**src/rtl/core/quaternion_orientation_filter_assert.svh**
```systemverilog
// ---------------------------------------------------------------------------
// quaternion orientation filter assertion macros
// implication and next-cycle implication checks, removable with NO_ASSERTIONS
// ---------------------------------------------------------------------------
`ifndef QUATERNION_ORIENTATION_FILTER_ASSERT_SVH
`define QUATERNION_ORIENTATION_FILTER_ASSERT_SVH
`ifndef NO_ASSERTIONS
`define QOF_ASSERT_IMP(name, clk, rst_n, ante, cons) \
    name: assert property (@(posedge clk) disable iff (!rst_n) (ante) |-> (cons)) \
        else $error("qof assertion failed");
`define QOF_ASSERT_NXT(name, clk, rst_n, ante, cons) \
    name: assert property (@(posedge clk) disable iff (!rst_n) (ante) |=> (cons)) \
        else $error("qof assertion failed");
`else
`define QOF_ASSERT_IMP(name, clk, rst_n, ante, cons)
`define QOF_ASSERT_NXT(name, clk, rst_n, ante, cons)
`endif
`endif

```
**src/rtl/core/qof_pkg.sv**
```systemverilog
`timescale 1ns / 1ps
`default_nettype none
// ---------------------------------------------------------------------------
// qof_pkg
// widths, codes and shared types of the quaternion orientation filter
// ---------------------------------------------------------------------------
package qof_pkg;

    localparam int QW     = 32;   // quaternion and unit vector, Q1.30
    localparam int AW     = 36;   // multiplier operand a and term results
    localparam int BW     = 32;   // multiplier operand b
    localparam int NW     = 38;   // normalizer input
    localparam int GW     = 16;   // sensor fields
    localparam int CFG_IW = 2;
    localparam int CFG_DW = 24;

    localparam logic signed [QW-1:0] ONE_Q30 = 32'sh4000_0000;

    localparam logic [CFG_IW-1:0] CFG_BETA   = 2'd0;
    localparam logic [CFG_IW-1:0] CFG_PERIOD = 2'd1;

    localparam logic [4:0] STEP_GRAD_END = 5'd11;
    localparam logic [4:0] STEP_INTEG    = 5'd12;
    localparam logic [4:0] STEP_LAST     = 5'd23;

    typedef enum logic [2:0] {
        S_IDLE, S_ANORM, S_ISSUE, S_WAIT, S_SNORM, S_QNORM, S_OUT
    } t_state;

    typedef enum logic [2:0] {
        N_IDLE, N_MAX, N_SHIFT, N_SQ, N_SQRT, N_DINIT, N_DIV, N_DST
    } t_nstate;

    typedef enum logic [1:0] {RND_12, RND_16, RND_24, RND_30} t_rnd;

    typedef enum logic [2:0] {
        WB_SET, WB_F1, WB_F2, WB_SSUB, WB_SADD, WB_D, WB_RATE, WB_QN
    } t_wb;

    typedef struct packed {
        logic                 vld;
        logic signed [AW-1:0] a;
        logic signed [BW-1:0] b;
        logic                 neg;
        logic                 first;
        logic                 last;
        t_rnd                 rnd;
    } t_mul_req;

    typedef struct packed {
        logic done;
        logic ok;
    } t_norm_sts;

    typedef logic signed [NW-1:0] t_nvec [4];
    typedef logic signed [QW-1:0] t_qvec [4];

endpackage
`default_nettype wire

```
**src/rtl/core/qof_mul.sv**
```systemverilog
`timescale 1ns / 1ps
`default_nettype none
// ---------------------------------------------------------------------------
// qof_mul
// shared multiply-accumulate with rounding shift, three register stages
// ---------------------------------------------------------------------------
module qof_mul import qof_pkg::*; (
    input  logic                 i_clk,
    input  logic                 i_rst_n,
    input  t_mul_req             i_req,
    output logic                 o_vld,
    output logic signed [AW-1:0] o_res
);

    logic signed [AW+BW-1:0] w_prod;
    logic signed [63:0]      r_p;
    logic                    r_v1, r_neg1, r_first1, r_last1;
    t_rnd                    r_rnd1;
    logic signed [63:0]      r_acc;
    logic                    r_v2, r_last2;
    t_rnd                    r_rnd2;
    logic signed [63:0]      w_add;
    logic signed [63:0]      w_half;
    logic [5:0]              w_amt;
    logic signed [63:0]      w_rnd;
    logic                    r_vld;
    logic signed [AW-1:0]    r_res;

    assign w_prod = i_req.a * i_req.b;
    assign w_add  = r_neg1 ? -r_p : r_p;

    always_comb begin
        case (r_rnd2)
            RND_12:  w_amt = 6'd12;
            RND_16:  w_amt = 6'd16;
            RND_24:  w_amt = 6'd24;
            default: w_amt = 6'd30;
        endcase
        w_half = 64'sd1 <<< (w_amt - 6'd1);
        // round half up, arithmetic shift floors
        w_rnd  = (r_acc + w_half) >>> w_amt;
    end

    always_ff @(posedge i_clk) begin
        if (!i_rst_n) begin
            r_v1  <= 1'b0;
            r_v2  <= 1'b0;
            r_vld <= 1'b0;
        end else begin
            r_v1  <= i_req.vld;
            r_v2  <= r_v1;
            r_vld <= r_v2 && r_last2;
        end
    end

    always_ff @(posedge i_clk) begin
        r_p      <= w_prod[63:0];
        r_neg1   <= i_req.neg;
        r_first1 <= i_req.first;
        r_last1  <= i_req.last;
        r_rnd1   <= i_req.rnd;
        if (r_v1) begin
            r_acc <= (r_first1 ? 64'sd0 : r_acc) + w_add;
        end
        r_last2 <= r_last1;
        r_rnd2  <= r_rnd1;
        if (r_v2 && r_last2) begin
            r_res <= w_rnd[AW-1:0];
        end
    end

    assign o_vld = r_vld;
    assign o_res = r_res;

endmodule
`default_nettype wire

```
**config.mk**
```make
export PLATFORM = sky130hd
export DESIGN_NAME = qof_mul
export DESIGN_NICKNAME = d
export VERILOG_FILES = /design/src/rtl/core/quaternion_orientation_filter_assert.svh /design/src/rtl/core/qof_pkg.sv /design/src/rtl/core/qof_mul.sv
export SDC_FILE = /design/constraint.sdc
export NUM_CORES = 2
export LEC_CHECK = 0
export CAP_MARGIN = 25
export CORE_MARGIN = 1.5
export CORE_UTILIZATION = 60
export DETAILED_ROUTE_END_ITERATION = 8
export DONT_BUFFER_PORTS = 1
export PLACE_DENSITY = 0.76
export SLEW_MARGIN = 10
export SYNTH_ARGS = -nofsm -noshare
export SYNTH_HDL_FRONTEND = slang
export SYNTH_SLANG_ARGS = --single-unit
```
**constraint.sdc**
```tcl
create_clock -name i_clk -period 13 [get_ports i_clk]
set_clock_uncertainty 0.1 [all_clocks]
set_input_delay 2.6 -clock i_clk [delete_from_list [all_inputs] [get_ports i_clk]]
set_output_delay 2.6 -clock i_clk [all_outputs]
set_load 0.03 [all_outputs]
```
==> results.py <==
metrics = {
    "global_route": {
        "grt_util_all_layers_pct": 32.87,
        "grt_first_pass_wirelength_um": 238600,
        "met2_usage_pct": 55.17,
        "grt_antenna_before_repair": 1,
        "grt_pass1_vias": 43551,
        "busiest_layer": "met2",
        "use_met3_pct": 5.161,
        "gr-total-overflow": 0,
        "met1_usage_pct": 43.37,
        "grt_max_degree": 72,
    },
    "cts": {
        "worstSkewPairLatency_ns": 0.47,
        "post_cts_buffers": 0,
        "cts-resized-gates": 0,
        "cts_tree": "built",
        "h-tree-depth": 4,
        "clockBufferDepth": 2,
        "cts_sinks": 175,
        "cts_buffers": 17,
        "root_buffer": "clkbuf_16",
        "clk_pin_slew_ns": 0.06,
        "holdBufCountCts": 0,
    },
    "synthesis": {
        "netlist_area_um2": 54230,
        "yosysTopAreaCell": "fa_1",
        "syn_nets": 7440,
        "ys_warn_count": 0,
        "async_flop_share_pct": 0,
        "yosysSeqAreaShare_pct": 8.306,
        "yosys-top-cells-area": "fa_1 (43%), inv_1 (7.3%), ha_1 (6.8%)",
        "synthFlopType": "edfxtp_1",
        "synth_cell_types": 89,
        "syn_avg_cell_area_um2": 9.171,
        "yosysMostFrequentCell": "fa_1",
        "synth_edf_count": 100,
        "ys_ff_latch": 175,
        "yosys-top-cells-count": "fa_1 (1158), inv_1 (1049), nand2_1 (755)",
        "yosys.area.top_type_share_pct": 42.75,
        "synthCells": 5913,
    },
    "sta": {
        "setup_viol": 0,
        "tightestPinTransition_ns": 1.019,
        "hold_viol_final": 0,
        "setup_tns_ns": 0,
        "timing.fmax_ghz": 0.09872,
        "rsz0062_at_grt": "false",
        "relSlewSlack_pct": 30.30,
        "finalCriticalPeriod_ns": 10.13,
        "timing.final.crit_share_pct": 77.92,
        "drv_slew": 0,
    },
    "cells_and_area": {
        "n_antenna_cell": 0,
        "drive_gt1_share_pct": 2.375,
        "synthToLayoutAreaGrowth_pct": 1.834,
        "layout.nets": 7155,
        "final_cells": 6817,
    },
    "status": {
        "outcome": "complete, no violations",
    },
    "detailed_routing": {
        "initialDrtViolationCount": 3421,
        "drtAntennaViolNets": 0,
        "post_drt_wl_per_cell_um": 21.64,
        "dr.pass1.iters": 5,
        "via_count": 40930,
        "drc": 0,
        "vias_per_cell": 6.004,
        "wl_um": 147500,
    },
    "worst_setup_path": {
        "cp_max_fo": 18,
        "setup.worst_path.end_class": "flip-flop",
        "start_kind": "primary input",
        "critPathKind": "in -> reg",
        "cp_data_arrival_time_ns": 10.37,
        "cp.required_ns": 13.24,
    },
    "placement": {
        "port_buffers": 0,
        "gp_congestion": 0.9470,
        "hpwl_um": 114600,
        "place_inst": 6784,
    },
    "hold_path": {
        "min-delay-path-class": "reg -> reg",
    },
    "floorplan": {
        "die_area_um2": 92190,
        "core-area_um2": 89740,
        "die_y_um": 303.6,
        "rows": 110,
        "die_w_um": 303.6,
        "initial_core_util_pct": 60.43,
        "io_pins": 113,
    },
    "job": {
        "max-cap-violations": 0,
    },
}
[final cells by class]
cell class,instances,area (µm²)
Multi-Input combinational cell,4367,44560
Fill cell,7527,34510
Sequential cell,175,4508
Inverter,1051,3945
Tap cell,1176,1471
Clock buffer,20,436.7
Clock inverter,12,165.2
Timing Repair Buffer,16,132.6
[registers in the layout (all words and copies together) (netlist names), 2 cells and up]
signal and count:
o_res 36, r_acc 64, r_p 64, r_rnd1 2, r_rnd2 2
[kinds of logic after synthesis]
| logic type | share of synthesized area [%] |
|---|---|
| compound gates | 8.581 |
| xor+xnor | 4.102 |
| fa+ha+maj | 49.51 |
| buf+inv | 9.529 |
| flops | 8.306 |
| mux | 2.826 |
| simple gates | 17.14 |
[routing by layer]
| layer | vias up | routed length [µm] |
|---|---|---|
| li1 | 17827 | - |
| met1 | 20841 | 57640 |
| met2 | 1900 | 71420 |
| met3 | 362 | 12390 |
| met4 | 0 | 6063 |
| met5 | - | 0 |
[critical path: stages]
cell       delay (ns)
clkinv_1         0.43
buf_4            0.43
nor2_1           0.17
fa_1             0.45
fa_1             0.51
fa_1             0.43
fa_1             0.51
fa_1             0.43
fa_1             0.50
fa_1             0.53
fa_1             0.41
ha_1             0.41
a21o_1           0.24
a21o_1           0.18
a21oi_1          0.19
nor2_1           0.06
a2111oi_0        0.43
o21ai_1          0.31
a31o_2           0.36
a211oi_1         0.43
o41ai_1          0.18
xnor2_1          0.15
[layout by cell type, fill, tap and decap left out, types with 8 or more instances in the layout]
| cell | count |
|---|---|
| a211oi_1 | 26 |
| a21o_1 | 76 |
| a21oi_1 | 172 |
| a31o_2 | 14 |
| a31oi_1 | 39 |
| and2_1 | 575 |
| and3_1 | 25 |
| and4_1 | 13 |
| buf_4 | 15 |
| clkbuf_16 | 17 |
| dfxtp_1 | 72 |
| edfxtp_1 | 100 |
| fa_1 | 1158 |
| ha_1 | 290 |
| inv_1 | 1048 |
| mux2_2 | 11 |
| mux2i_1 | 80 |
| mux4_2 | 27 |
| nand2_1 | 755 |
| nand2b_1 | 32 |
| nand3_1 | 63 |
| nand3b_1 | 10 |
| nand4_1 | 33 |
| nor2_1 | 155 |
| nor2b_1 | 78 |
| nor3_1 | 41 |
| nor4_1 | 12 |
| o2111ai_1 | 8 |
| o211ai_1 | 29 |
| o21a_1 | 28 |
| o21ai_0 | 125 |
| o21bai_1 | 25 |
| o31ai_1 | 31 |
| o41ai_1 | 17 |
| or2_2 | 9 |
| or3_1 | 10 |
| or4_1 | 9 |
| xnor2_1 | 184 |
| xor2_1 | 70 |
[metrics by stage]
stage,hold slack (ns),cell area (µm²),setup slack (ns),util (%)
3_5_place_dp,0.2121,54600,2.484,60.85
3_3_place_gp,0.2120,54600,2.700,60.85
6_report,0.2285,55220,2.870,61.54
2_1_floorplan,0.2096,54230,2.995,-
5_1_grt,0.2364,55220,2.516,61.54
4_1_cts,0.2269,55200,2.985,61.52
[final timing paths]
path                            startpoint         to  slack (ns)  cells after the start
worst max-delay path             i_req[36]    r_p[63]        2.87                     22
worst min-delay path               r_last1    r_last2        0.23                      0
worst max register to register   r_rnd2[1]  o_res[29]        6.29                     19
worst min register to register     r_last1    r_last2        0.23                      0
Power is left out: the tool's default activity adds up to more than one toggle a clock period on the data nets, which glitch-free logic cannot reach.
