$ cat config.mk
export PLATFORM = sky130hd
export DESIGN_NAME = qof_norm
export DESIGN_NICKNAME = d
export VERILOG_FILES = /design/src/rtl/core/quaternion_orientation_filter_assert.svh /design/src/rtl/core/qof_pkg.sv /design/src/rtl/core/qof_norm.sv
export SDC_FILE = /design/constraint.sdc
export NUM_CORES = 2
export LEC_CHECK = 0
export BUFFER_PORTS_ARGS = -buffer_cell sky130_fd_sc_hd__clkbuf_2
export CAP_MARGIN = 10
export CELL_PAD_IN_SITES_DETAIL_PLACEMENT = 1
export CELL_PAD_IN_SITES_GLOBAL_PLACEMENT = 2
export CORE_UTILIZATION = 33
export CTS_CLUSTER_SIZE = 28
export DETAILED_ROUTE_END_ITERATION = 8
export PLACE_DENSITY_LB_ADDON = 0.1
export RECOVER_POWER = 50
export SLEW_MARGIN = 20
export SYNTH_ARGS = -nofsm -noshare
export SYNTH_HDL_FRONTEND = slang
export SYNTH_SLANG_ARGS = --single-unit
$ cat constraint.sdc
create_clock -name i_clk -period 11.5 [get_ports i_clk]
set_input_delay 0.575 -clock i_clk [delete_from_list [all_inputs] [get_ports i_clk]]
set_output_delay 0.575 -clock i_clk [all_outputs]
set_load 0.01 [all_outputs]
$ cat src/rtl/core/quaternion_orientation_filter_assert.svh
// ---------------------------------------------------------------------------
// quaternion orientation filter assertion macros
// implication and next-cycle implication checks, removable with NO_ASSERTIONS
// ---------------------------------------------------------------------------
`ifndef QUATERNION_ORIENTATION_FILTER_ASSERT_SVH
`define QUATERNION_ORIENTATION_FILTER_ASSERT_SVH
`ifndef NO_ASSERTIONS
`define QOF_ASSERT_IMP(name, clk, rst_n, ante, cons) \
    name: assert property (@(posedge clk) disable iff (!rst_n) (ante) |-> (cons)) \
        else $error("qof assertion failed");
`define QOF_ASSERT_NXT(name, clk, rst_n, ante, cons) \
    name: assert property (@(posedge clk) disable iff (!rst_n) (ante) |=> (cons)) \
        else $error("qof assertion failed");
`else
`define QOF_ASSERT_IMP(name, clk, rst_n, ante, cons)
`define QOF_ASSERT_NXT(name, clk, rst_n, ante, cons)
`endif
`endif

$ cat src/rtl/core/qof_pkg.sv
`timescale 1ns / 1ps
`default_nettype none
// ---------------------------------------------------------------------------
// qof_pkg
// widths, codes and shared types of the quaternion orientation filter
// ---------------------------------------------------------------------------
package qof_pkg;

    localparam int QW     = 32;   // quaternion and unit vector, Q1.30
    localparam int AW     = 36;   // multiplier operand a and term results
    localparam int BW     = 32;   // multiplier operand b
    localparam int NW     = 38;   // normalizer input
    localparam int GW     = 16;   // sensor fields
    localparam int CFG_IW = 2;
    localparam int CFG_DW = 24;

    localparam logic signed [QW-1:0] ONE_Q30 = 32'sh4000_0000;

    localparam logic [CFG_IW-1:0] CFG_BETA   = 2'd0;
    localparam logic [CFG_IW-1:0] CFG_PERIOD = 2'd1;

    localparam logic [4:0] STEP_GRAD_END = 5'd11;
    localparam logic [4:0] STEP_INTEG    = 5'd12;
    localparam logic [4:0] STEP_LAST     = 5'd23;

    typedef enum logic [2:0] {
        S_IDLE, S_ANORM, S_ISSUE, S_WAIT, S_SNORM, S_QNORM, S_OUT
    } t_state;

    typedef enum logic [2:0] {
        N_IDLE, N_MAX, N_SHIFT, N_SQ, N_SQRT, N_DINIT, N_DIV, N_DST
    } t_nstate;

    typedef enum logic [1:0] {RND_12, RND_16, RND_24, RND_30} t_rnd;

    typedef enum logic [2:0] {
        WB_SET, WB_F1, WB_F2, WB_SSUB, WB_SADD, WB_D, WB_RATE, WB_QN
    } t_wb;

    typedef struct packed {
        logic                 vld;
        logic signed [AW-1:0] a;
        logic signed [BW-1:0] b;
        logic                 neg;
        logic                 first;
        logic                 last;
        t_rnd                 rnd;
    } t_mul_req;

    typedef struct packed {
        logic done;
        logic ok;
    } t_norm_sts;

    typedef logic signed [NW-1:0] t_nvec [4];
    typedef logic signed [QW-1:0] t_qvec [4];

endpackage
`default_nettype wire

$ cat src/rtl/core/qof_norm.sv
`timescale 1ns / 1ps
`default_nettype none
// ---------------------------------------------------------------------------
// qof_norm
// vector unitizer: range shift, sum of squares, bit-serial root and divide
// ---------------------------------------------------------------------------
module qof_norm import qof_pkg::*; (
    input  logic      i_clk,
    input  logic      i_rst_n,
    input  logic      i_start,
    input  t_nvec     i_vec,
    output t_norm_sts o_sts,
    output t_qvec     o_vec
);

    t_nstate            r_st, n_st;
    logic [NW-1:0]      r_mag [4];
    logic               r_neg [4];
    logic [NW-1:0]      r_max;
    logic [NW-1:0]      w_m01, w_m23, w_max;
    logic [4:0]         r_cnt;
    logic [59:0]        r_sq;
    logic [61:0]        r_sum;
    logic [61:0]        r_x;
    logic [61:0]        r_root;
    logic [61:0]        w_bit;
    logic [61:0]        w_trial;
    logic               w_sq_ge;
    logic [32:0]        r_rem;
    logic               w_dv_ge;
    logic [32:0]        w_rem_sub;
    logic [30:0]        r_quo;
    logic [30:0]        w_u;
    logic signed [QW-1:0] w_us;
    logic [1:0]         r_idx;
    logic               r_done, r_ok;
    t_qvec              r_out;

    assign w_m01   = (r_mag[0] > r_mag[1]) ? r_mag[0] : r_mag[1];
    assign w_m23   = (r_mag[2] > r_mag[3]) ? r_mag[2] : r_mag[3];
    assign w_max   = (w_m01 > w_m23) ? w_m01 : w_m23;
    assign w_bit   = 62'd1 << {r_cnt, 1'b0};
    assign w_trial = r_root + w_bit;
    assign w_sq_ge = r_x >= w_trial;
    assign w_dv_ge = r_rem >= {1'b0, r_root[31:0]};
    assign w_rem_sub = w_dv_ge ? (r_rem - {1'b0, r_root[31:0]}) : r_rem;
    assign w_u     = (r_quo > 31'(ONE_Q30)) ? 31'(ONE_Q30) : r_quo;
    assign w_us    = $signed({1'b0, w_u});

    always_comb begin
        n_st = r_st;
        unique case (r_st)
            N_IDLE:  if (i_start) n_st = N_MAX;
            N_MAX:   n_st = (w_max == '0) ? N_IDLE : N_SHIFT;
            N_SHIFT: if (r_max[NW-1:30] == '0 && r_max[29]) n_st = N_SQ;
            N_SQ:    if (r_cnt == 5'd4) n_st = N_SQRT;
            N_SQRT:  if (r_cnt == 5'd0) n_st = N_DINIT;
            N_DINIT: n_st = N_DIV;
            N_DIV:   if (r_cnt == 5'd0) n_st = N_DST;
            N_DST:   n_st = (r_idx == 2'd3) ? N_IDLE : N_DINIT;
            default: n_st = N_IDLE;
        endcase
    end

    always_ff @(posedge i_clk) begin
        if (!i_rst_n) begin
            r_st   <= N_IDLE;
            r_done <= 1'b0;
        end else begin
            r_st   <= n_st;
            r_done <= (r_st == N_MAX && w_max == '0) || (r_st == N_DST && r_idx == 2'd3);
        end
    end

    always_ff @(posedge i_clk) begin
        case (r_st)
            N_IDLE: begin
                for (int i = 0; i < 4; i++) begin
                    r_neg[i] <= i_vec[i] < 0;
                    r_mag[i] <= (i_vec[i] < 0) ? NW'(-i_vec[i]) : NW'(i_vec[i]);
                end
            end
            N_MAX: begin
                r_max <= w_max;
                r_ok  <= w_max != '0;
            end
            N_SHIFT: begin
                if (r_max[NW-1:30] != '0) begin
                    r_max <= r_max >> 1;
                    for (int i = 0; i < 4; i++) r_mag[i] <= r_mag[i] >> 1;
                end else if (!r_max[29]) begin
                    r_max <= r_max << 1;
                    for (int i = 0; i < 4; i++) r_mag[i] <= r_mag[i] << 1;
                end
                r_cnt <= 5'd0;
                r_sum <= '0;
            end
            N_SQ: begin
                if (r_cnt != 5'd4) r_sq <= r_mag[r_cnt[1:0]][29:0] * r_mag[r_cnt[1:0]][29:0];
                if (r_cnt != 5'd0) r_sum <= r_sum + 62'(r_sq);
                if (r_cnt == 5'd4) begin
                    r_x    <= r_sum + 62'(r_sq);
                    r_root <= '0;
                    r_cnt  <= 5'd30;
                end else begin
                    r_cnt <= r_cnt + 5'd1;
                end
            end
            N_SQRT: begin
                // one result bit per cycle, floor root
                if (w_sq_ge) begin
                    r_x    <= r_x - w_trial;
                    r_root <= (r_root >> 1) + w_bit;
                end else begin
                    r_root <= r_root >> 1;
                end
                r_cnt <= r_cnt - 5'd1;
                r_idx <= 2'd0;
            end
            N_DINIT: begin
                r_rem <= 33'(r_mag[r_idx]);
                r_quo <= '0;
                r_cnt <= 5'd30;
            end
            N_DIV: begin
                r_rem <= {w_rem_sub[31:0], 1'b0};
                r_quo <= {r_quo[29:0], w_dv_ge};
                r_cnt <= r_cnt - 5'd1;
            end
            N_DST: begin
                r_out[r_idx] <= r_neg[r_idx] ? -w_us : w_us;
                r_idx        <= r_idx + 2'd1;
            end
            default: ;
        endcase
    end

    assign o_sts.done = r_done;
    assign o_sts.ok   = r_ok;
    assign o_vec      = r_out;

endmodule
`default_nettype wire

==> results.ini <==
[logic_synthesis]
synth_top_family_by_area = adder cells
synth_compound_area_share_pct = 15.3
synth_fa_ha_area_share_pct = 29.6
async_flop_share_pct = 0
synth_area_per_cell_um2 = 9.30
ys_warn_count = 0
syn_nets = 9259
synth_ff_type = edfxtp_1
synth_xor_area_share_pct = 5.62
synth_seq_cells = 647
synthSimpleGateAreaFrac_pct = 12.5
synth_area_leaders = edfxtp_1 (26%), fa_1 (19%), ha_1 (10%)
synthDistinctLibCells = 89
synth_top_area_share_pct = 26.3
synth_edf_count = 636
synth_top_cell_by_area = edfxtp_1
ys_seq_area_share_pct = 26.6
synth_area_um2 = 72600
syn_inst = 7807
synth_mux_area_share_pct = 2.92

[critical_path]
slowest_delay_ns = 1.43
cp_max_fo = 76
required_ns = 11.95
worstSetupStartpointType = flop
cp_top_family = adder cells
crit_slowest_cell = o21ai_0
cp-end-kind = flop
cp_data_arrival_time_ns = 11.33
path_buf_inv = 4
path_common_cell = fa_1
crit_type = reg2reg

[clocking]
clock_latency_ns = 0.72
numCtsBuffers = 86
holdBufCountCts = 0
cts.repair.resized = 0
clk_pin_slew_worst_paths_ns = 0.06
cts_tree = done
cts_root_buf = clkbuf_16
post_cts_buffers = 0
clockBufferDepth = 3
cts.sink_count = 647
htreeDepth = 3

[worst_hold_path]
min_path_type = in2reg

[routing]
ant_nets = 0
firstDrtPassIters = 5
viasPerCell = 5.36
drtIter0Drc = 3366
wl_per_cell_um = 25.2
finalWirelength_um = 276000
vias = 58600
drc = 0

[sta]
setup_tns_ns = 0
fin_crit_ns = 10.88
hold_violations = 0
max_freq_mhz = 91.9
rsz0062_at_grt = no
clock_skew_ns = 0.0526
setup_slack_ns = 0.623
setup_viol = 0
worst_pin_slew_ns = 3.91
timing.slew.headroom_pct = -160
final_max_slew_viol_count = 852
period_share_pct = 94.6

[place]
gp_congestion = 0.924
dp_hpwl_um = 224000
post-place-ws_ns = 0.506
io_buffers = 284

[global_route]
grt_pass1_wl_um = 411000
grt_pass1_vias = 62300
overflow = 0
grt_antenna_before_repair = 11
grt_usage_pct = 24.6
grt_start_max_net_pins = 81

[final_layout]
utilization_pct = 36.9
n_fill_cell = 25100
area_growth_pct = 10.7
fin_nets = 9456
drive_gt1_share_pct = 7.08

[floorplanning]
die-area_um2 = 222000
core_um2 = 218000
die_h_um = 471
initial_core_util_pct = 33.3
row_count = 171
fp.dieW_um = 471
ios = 285

[outcome]
status = finished, violations left
violations = max-capacitance violations, max-slew violations

[flow_run]
max-cap-violations = 20

worst reg2reg max path, delay by kind of cell, from the launching register on:
kind	cells	cell delay, ns
AO/OA/AOI/OAI	7	3.42
XOR/XNOR	1	0.15
adder cells (fa/ha/maj)	9	4.03
buffers and inverters	4	0.22
flip-flops	1	0.87
multiplexers	1	0.49
AND/OR/NAND/NOR	6	1.49
worst paths after layout:
check                                    startpoint              endpoint  slack, ns  depth (start not counted)
worst max-delay path                           flop    r_sq[58]$_DFFE_PP_       0.62                         28
worst min-delay path                        i_rst_n  r_st[0]$_SDFFE_PN0P_       0.24                          3
worst max register to register                 flop    r_sq[58]$_DFFE_PP_       0.62                         28
worst min register to register  r_max[14]$_DFFE_PP_   r_max[15]$_DFFE_PP_       0.56                          2
cell usage in the layout, fill, tap and decap left out, types with 22 or more instances in the layout:
master	n
a31oi_1	70
clkinv_1	22
o41ai_1	24
ha_1	598
and3_1	65
o21bai_1	63
o31ai_1	59
a21o_1	199
mux4_2	33
edfxtp_1	636
xnor2_1	253
clkbuf_2	151
nand4_1	64
mux2i_1	98
inv_1	1099
a21oi_1	372
nor2_1	635
a211oi_1	63
clkbuf_16	88
nand2_1	786
fa_1	699
xor2_1	213
o22ai_1	63
nor3_1	56
mux2_2	35
buf_4	143
o21a_1	53
a22oi_1	62
o211ai_1	73
clkbuf_1	162
and2_1	23
nor2b_1	51
nand2b_1	38
or4_1	22
nand3_1	79
o21ai_0	491
nor4_1	44
or3_1	74
flip-flops by register name, indices dropped and copies added, names as in the netlist, named ones only:
signal / count
r_max: 38
r_sq: 59
r_neg: 4
r_idx: 2
r_ok: 1
r_mag: 152
r_cnt: 5
r_root: 62
r_done: 1
r_st: 3
r_quo: 31
r_sum: 62
r_rem: 33
r_x: 62
o_vec: 128
synth_stat cells, types with 11 or more instances:
master    instances
nor3b_1          13
mux2i_1          98
a21o_1          199
o21ai_1          26
nand2b_1         38
ha_1            598
a21boi_0         11
o41ai_1          24
o21ai_0         497
nor2b_1          51
xor2_1          213
xnor2_1         253
and2_1           31
nor4_1           44
nand2_1         789
o22ai_1          63
mux4_2           33
nor2_1          642
and3_1           65
o31ai_1          59
o21bai_1         63
o211ai_1         73
mux2_2           35
o21a_1           55
or2_2            14
a22oi_1          62
nor3_1           57
a211oi_1         63
edfxtp_1        636
or3_1            75
and4_1           11
buf_1            26
nand4_1          64
nand3_1          79
dfxtp_1          11
inv_1          1099
a21oi_1         372
or4_1            22
buf_2            13
a31oi_1          71
clkbuf_1        294
fa_1            699
layout make-up:
class | count | area, um^2 | area share, %
Antenna cell | 9 | 22.5 | 0.0280
Clock buffer | 100 | 2250 | 2.80
Clock inverter | 60 | 627 | 0.780
Inverter | 1109 | 4160 | 5.18
Multi-Input combinational cell | 5716 | 48000 | 59.7
Sequential cell | 647 | 19300 | 24.1
Tap cell | 2854 | 3570 | 4.44
Timing Repair Buffer | 444 | 2390 | 2.98
metal layers:
layer | GRT usage [%] | part of all wire [%]
met3 | 2.48 | 3.9
met4 | 5.18 | 2.1
met5 | 0 | 0
met1 | 34.9 | 47
met2 | 40.3 | 47
kinds of logic (layout without fill, tap and decap cells):
logic type               Yosys count  after routing
AND/OR/NAND/NOR                 2025           2025
AO/OA/AOI/OAI                   1762           1762
buffers and inverters           1444           1713
adder cells (fa/ha/maj)         1297           1297
flip-flops                       647            647
XOR/XNOR                         466            466
multiplexers                     166            166
other                              0              9
through the flow:
| stage | hold WS, ns | instances | cell area (um^2) |
|---|---|---|---|
| after CTS | 0.161 | 10900 | 80600 |
| after detailed placement | 0.544 | 10800 | 77700 |
| final | 0.244 | 10900 | 80300 |
| after floorplan | 0.501 | 7807 | 72600 |
| after global placement | 0.530 | 10800 | 77700 |
| after global routing | 0.220 | 10900 | 80300 |
Power is left out: the tool's default activity adds up to more than one toggle a clock period on the data nets, which glitch-free logic cannot reach.
